File: src/rtl/eida_pkg.sv
// ----------------------------------------------------------------------------
// Entity id allocator package
// Shared widths, operation and status codes, and the structs that pass
// between the control logic and the two memories.
// ----------------------------------------------------------------------------
package eida_pkg;

   localparam int MAX_ENTITIES = 256;
   localparam int ENTITY_W     = $clog2(MAX_ENTITIES);
   localparam int COUNT_W      = ENTITY_W + 1;
   localparam int COMP_BITS    = 32;
   localparam int COMP_W       = 5;

   localparam logic [COUNT_W-1:0] COUNT_LIMIT = COUNT_W'(MAX_ENTITIES);

   // Operation codes; codes above OP_QUERY behave as a query.
   localparam logic [2:0] OP_CREATE     = 3'd0;
   localparam logic [2:0] OP_REMOVE     = 3'd1;
   localparam logic [2:0] OP_ADD_COMP   = 3'd2;
   localparam logic [2:0] OP_CLEAR_COMP = 3'd3;
   localparam logic [2:0] OP_QUERY      = 3'd4;

   localparam logic [1:0] STATUS_OK        = 2'd0;
   localparam logic [1:0] STATUS_FULL      = 2'd1;
   localparam logic [1:0] STATUS_NOT_ALIVE = 2'd2;

   typedef logic [ENTITY_W-1:0]  entity_type;
   typedef logic [COUNT_W-1:0]   count_type;
   typedef logic [COMP_BITS-1:0] mask_type;

   // One word of the entity memory.
   typedef struct packed {
      logic     alive;
      mask_type mask;
   } entry_type;

   // Write port of the entity memory.
   typedef struct packed {
      logic       en;
      entity_type addr;
      entry_type  data;
   } entry_wr_type;

   // Control of the free stack.
   typedef struct packed {
      logic       rd_en;
      logic       pop;
      logic       push;
      entity_type push_id;
   } stack_ctrl_type;

endpackage

File: src/rtl/eida_free_stack.sv
// ----------------------------------------------------------------------------
// Free id stack
// LIFO of freed entity ids in a synchronous memory. The top entry is read
// into a register when ctrl.rd_en is set, ahead of the pop that consumes it.
// ----------------------------------------------------------------------------
module eida_free_stack (
   input  logic                     clock,
   input  logic                     reset,
   input  eida_pkg::stack_ctrl_type ctrl,
   output eida_pkg::entity_type     top_id,
   output logic                     empty
);
   import eida_pkg::*;

   entity_type stack_mem_ff [MAX_ENTITIES];
   count_type  count_ff;
   count_type  count_in;
   entity_type top_ff;
   entity_type top_addr;

   assign top_addr = count_ff[ENTITY_W-1:0] - ENTITY_W'(1);

   always_ff @(posedge clock) begin
      if (ctrl.push && (count_ff < COUNT_LIMIT)) begin
         stack_mem_ff[count_ff[ENTITY_W-1:0]] <= ctrl.push_id;
      end
      if (ctrl.rd_en) begin
         top_ff <= stack_mem_ff[top_addr];
      end
   end

   always_comb begin
      count_in = count_ff;
      if (ctrl.pop && (count_ff != '0)) begin
         count_in = count_ff - COUNT_W'(1);
      end else if (ctrl.push && (count_ff < COUNT_LIMIT)) begin
         count_in = count_ff + COUNT_W'(1);
      end
   end

   always_ff @(posedge clock) begin
      if (reset) begin
         count_ff <= '0;
      end else begin
         count_ff <= count_in;
      end
   end

   assign top_id = top_ff;
   assign empty  = (count_ff == '0);

endmodule

File: config.mk
export PLATFORM = sky130hd
export DESIGN_NAME = eida_free_stack
export DESIGN_NICKNAME = d
export VERILOG_FILES = /design/src/rtl/eida_pkg.sv /design/src/rtl/eida_free_stack.sv
export SDC_FILE = /design/constraint.sdc
export NUM_CORES = 2
export LEC_CHECK = 0
export ABC_AREA = 1
export BUFFER_PORTS_ARGS = -buffer_cell sky130_fd_sc_hd__buf_2
export CAP_MARGIN = 10
export CORE_MARGIN = 4
export CORE_UTILIZATION = 50
export CTS_BUF_LIST = sky130_fd_sc_hd__clkbuf_2 sky130_fd_sc_hd__clkbuf_4 sky130_fd_sc_hd__clkbuf_8
export DETAILED_ROUTE_END_ITERATION = 16
export GPL_ROUTABILITY_DRIVEN = 0
export HOLD_SLACK_MARGIN = 0.15
export PLACE_DENSITY = 0.75
export SYNTH_ARGS = -nofsm -noshare
export SYNTH_HDL_FRONTEND = slang
export SYNTH_SLANG_ARGS = --single-unit
File: constraint.sdc
create_clock -name clock -period 4.58 [get_ports clock]
set_clock_uncertainty 0.2 [all_clocks]
set_input_delay 0.458 -clock clock [delete_from_list [all_inputs] [get_ports clock]]
set_output_delay 0.458 -clock clock [all_outputs]
set_load 0.01 [all_outputs]
== Yosys cells after proc, flatten, opt, wreduce, memory -nomap -nowiden ==
Memory sizes are Yosys's and may differ from the RTL's. A register that Yosys moved wholly into a read port is not among the register bits.
Index checks and enable logic that the tools add are counted.
Word-level totals
  register bits after elaboration: 9
  bits in writable memories: 2048
  input port bits: 13
  output and inout bits: 9
  word-level logic and storage cells: 15
  memories kept: 1
Cells by class
  add/sub/neg operators: 3
  order comparisons: 1
  multiplexer cells: 4
  reductions and logical operators: 5
Memory list
  stack_mem_ff: words 256, bits a word 8, rd ports 1, clocked after memory_dff 1, wr ports 1, RTL line eida_free_stack.sv:15  | entity_type stack_mem_ff [MAX_ENTITIES];
Operators with widths (number)
  $mux 9: 2
  $add 9x1->9 const B: 1
  $logic_not 9->1: 1
  $lt 9x9->1 const B: 1
  $reduce_bool 9->1: 1
  $sub 9x1->9 const B: 1
  $sub 8x1->8 const B: 1
  $logic_and 1x1->1: 2
  $mux 1: 2
  $reduce_bool 2->1: 1

== Logic depth before layout (Yosys ltp) ==
  depth after elaboration: 4
  depth in mapped cells: 19
  depth with buffers taken out: 13

== Worst setup path before layout ==
OpenSTA, ideal clock, no wires.
  kind: reg-to-reg
  from: register count_ff[0]
  to: register count_ff[6]
  setup time: 0.120 ns
  data arrival time: 3.003 ns
  data required time: 4.260 ns
  slack: 1.256 ns
  cell stages (with the launch flop): 17
  path buffers: 4
  clock period less this slack: 3.324 ns
  cell sequence: dfxtp_1 > buf_6 > inv_2 > buf_6 > buf_4 > buf_2 > ha_1 > nand2_1 > nor3_2 > nor2_2 > inv_1 > fa_1 > o21ai_0 > a21oi_1 > o21ai_0 > xnor2_1 > a21oi_1
On the way
  longest elaborated chain between the ends: 3
  elaborated cells between the ends (all ways): 9
  classes of those cells: 2 x add/sub; 1 x order compare; 2 x mux; 4 x reduce/logical
Ends and longest elaborated chain
  from (decl): RTL line eida_free_stack.sv:16  | count_type count_ff;
  from (signal assigned): RTL line eida_free_stack.sv:45  | count_ff <= count_in;
  $add 9x1->9, or another cell as far along: RTL line eida_free_stack.sv:37  | count_in = count_ff + COUNT_W'(1);
  $mux 9, or another cell as far along: RTL line eida_free_stack.sv:36  | end else if (ctrl.push && (count_ff < COUNT_LIMIT)) begin
  $mux 9 / $reduce_bool 2->1 (equally long branches)
Parallel ways exist; a longest one is shown, timed or not. The select of a mux whose other input is x is not followed.
A chain may end at the register's enable or synchronous reset.

== Worst setup path in the final report ==
  from: register count_ff[1]
  to: register top_ff[0], in the netlist top_id[0], read port of stack_mem_ff (data pin)
On the way
  longest elaborated chain between the ends: 1
Ends and longest elaborated chain
  $sub 8x1->8: RTL line eida_free_stack.sv:21  | assign top_addr = count_ff[ENTITY_W-1:0] - ENTITY_W'(1);
  to (decl): RTL line eida_free_stack.sv:18  | entity_type top_ff;
Every way passes these cells.

==> metrics.md <==
| Metric | Value |
|---|---|
| Outcome | finished, final reports clean |
| Critical path's top delay family | buffers and inverters |
| Worst skew pair latency | 1.05 ns |
| Die width | 418 um |
| Async SR Flop Fraction | 0% |
| # DRC | 0 |
| Final Cycle Share | 92.2% |
| Final Hold Viols | 0 |
| Reg area | 0.0619 mm2 |
| Critical path type | reg -> reg |
| Worst slew pin tran | 1.33 ns |
| Maximum vdd drop | 0.00103 V |
| Most instantiated cells after synthesis | nand2_1 (2142), edfxtp_1 (2056), nand3_1 (2024), buf_2 (309), nor2_1 (280) |
| RSZ-0062 raised after global routing | no |
| Vias/cell | 5.94 |
| Synthesized flop and latch total | 2065 |
| Final ANT Viol Nets | 0 |
| Cells after Synth | 7102 |
| H-tree depth | 5 |
| Tmin final | 4.22 ns |
| Largest net degree at the start of global routing | 220 |
| Critical Path Slowest Stage Cell | dfxtp_1 |
| Crit-path max FO | 83 |
| CTS buffer count | 338 |
| Cell variety after synth | 28 |
| Num rows | 150 |
| Core ar. | 0.167 mm2 |
| EDFF count, synth | 2056 |
| R2r endpoint | top_id[0] |
| Critical path cell sequence | inv_1 > ha_4 > inv_8 > buf_12 > buf_12 > buf_4 > nand3_1 > nand3_1 > nand3_1 > nand3_1 > nand3_1 > nand3_1 > nand2_1 > nand2_1 > nand2_1 |
| Flop-to-flop setup slack | 0.36 ns |
| Setup repair bufs after CTS | 0 |
| Data arrival, critical path | 4.83 ns |
| P_leak | 32.0 nW |
| CTS Hold Bufs | 14 |
| Top routing layer in use | met5 |
| CP required | 5.18 ns |
| Non-Filler Instances | 9539 |
| Largest stage delay on the critical path | 0.46 ns |
| Final TNS setup | 0 ns |
| Most frequent cell after synthesis | nand2_1 |
| Final setup vio count | 0 |
| Sink Count | 2065 |
| Synth area leader | edfxtp_1 |
| DRT iter0 DRCs | 8181 |
| Critical Path Most Common Cell | nand3_1 |
| Die area | 0.175 mm2 |
| Post-cts resize count | 0 |
| Crit. End Element | flip-flop |
| WHS Endpoint | count_ff[1] |
| I/O Pins | 22 |
| Multi-input logic area | 0.0198 mm2 |
| Met2 wire len | 103000 um |
| Critical path buffer and inverter count | 5 |
| Hpwl dp | 124000 um |
| Total grt overflow | 0 |
| Hold path start | reset |
| Reg2Reg Depth | 15 |
| Routed WL | 222000 um |
| Synth Flop Type | edfxtp_1 |
| Sequential fraction of the synthesis area | 73.6% |
| Clock transition at the registers of the reported paths | 0.06 ns |
| Number of max-cap violations | 0 |
| Hold WC Path Type | in -> reg |
| Vias in the first global route | 53932 |
| RR Startpoint | count_ff[1] |
| Metal-1 WL | 82900 um |
| Slew margin rel. | 10.9% |
| Critical path startpoint category | flip-flop |
| Peak Freq | 0.237 GHz |
| Vias post-DR | 56654 |
| Slew Limit Fails | 0 |
| CTS tree | built |
| Met3 wire length | 24700 um |
| Initial antenna violation count | 9 |
| P per Cell Area | 607 mW/mm2 |
| Syn_nets | 7128 |
| Area grow syn2layout | 10.0% |
| Placed Instances | 8951 |
| Post-synthesis cell area | 0.0842 mm2 |
| Yosys top cell area share | 73.4% |
| Area contributors post-synth | edfxtp_1 (73%), nand3_1 (12%), nand2_1 (9.6%) |
| Initial core utilization | 50.3% |
| Fillers | 13201 |
| CTS root buffer | clkbuf_8 |
| IO buf count | 21 |
| Fraction of layout cells with a size suffix above 1 | 8.90% |
| WHS Path Cells | 5 |
| Overall fraction of global-route tracks in use | 24.9% |
| First-pass GRT wire length | 333000 um |
| Avg Inst Size Synth | 11.9 um2 |
| Clock tree buffer depth | 4 |
| DR WL/cell | 23.3 um |
| Final net count | 7127 |
| Die Ht | 418 um |
| Post-Route Utilization | 55.4% |
| First drt pass iteration count | 9 |
| Yosys warns | 0 |
-- worst max-delay path by stage --
stage          slack (ns)  cells past startpoint   startpoint          end
2_1_floorplan        1.26                     16  count_ff[0]  count_ff[6]
3_3_place_gp         0.56                     13  count_ff[0]    top_id[0]
3_5_place_dp         0.53                     13  count_ff[0]    top_id[6]
4_1_cts              0.50                     15  count_ff[0]    top_id[0]
5_1_grt              0.25                     13  count_ff[0]    top_id[0]
6_report             0.36                     15  count_ff[1]    top_id[0]
-- through the flow --
step	total power, mW	worst slack, ns	hold slack (ns)	cell area, um2
3_5_place_dp	40.7	0.529	0.317	86100
4_1_cts	55.8	0.499	0.176	92600
6_report	56.2	0.357	0.237	92600
5_1_grt	58.3	0.248	0.234	92600
3_3_place_gp	40.5	0.562	0.305	86100
2_1_floorplan	33.4	1.26	0.287	84200
-- cells in the final DEF (no fill, tap or decap), drive strengths merged --
cell type    instances
a21oi               14
o21ai               13
fa                   1
nor3                 2
edfxtp            2056
a31oi                2
nand3b               1
dlygate4sd3         14
xor2                 8
clkinvlp             6
clkbuf             461
nand2             2142
buf                126
xnor2                1
clkinv              92
diode                6
nor2               284
ha                  12
nand4                1
nand3             2025
dfxtp                9
a21o                 2
inv                 50
bufinv               7
-- where the power goes --
group,leakage (nW),internal (mW),switching [mW]
sequential,18.6,21.1,0.156
combinational,10.1,5.18,14.5
clock,3.33,8.31,7.00
total,32.0,34.6,21.7
-- logic make-up after synthesis --
group / share of synthesized area (%)
simple gates: 22.9
xor+xnor: 0.111
buf+inv: 3.00
flops: 73.6
compound gates: 0.193
fa+ha+maj: 0.202
-- area by class of cell --
class	count	area share, %
Clock buffer	461	6.10
Sequential cell	2065	66.9
Timing Repair Buffer	140	1.73
Multi-Input combinational cell	4508	21.4
Inverter	48	0.211
Antenna cell	6	0.0162
Tap cell	2204	2.98
Clock inverter	107	0.697
-- state kept, by name (all words and copies together), names as in the netlist --
register and count:
count_ff 9, stack_mem_ff 2048, top_id 8
-- worst reg2reg max path, cell delays in order, from the launching register on --
cell and delay (ns):
dfxtp_1 0.46, inv_1 0.21, ha_4 0.33, inv_8 0.41, buf_12 0.47, buf_12 0.27
buf_4 0.27, nand3_1 0.11, nand3_1 0.10, nand3_1 0.11, nand3_1 0.13, nand3_1 0.33
nand3_1 0.22, nand2_1 0.07, nand2_1 0.19, nand2_1 0.11
-- metal layers --
metal / vias up / GRT usage, %
met2: 3590 / 38.7
met3: 663 / 6.01
met5: - / 0
met4: 8 / 12.6
met1: 27165 / 33.0
li1: 25228 / -
No activity file was read; power rests on OpenSTA's default activity.
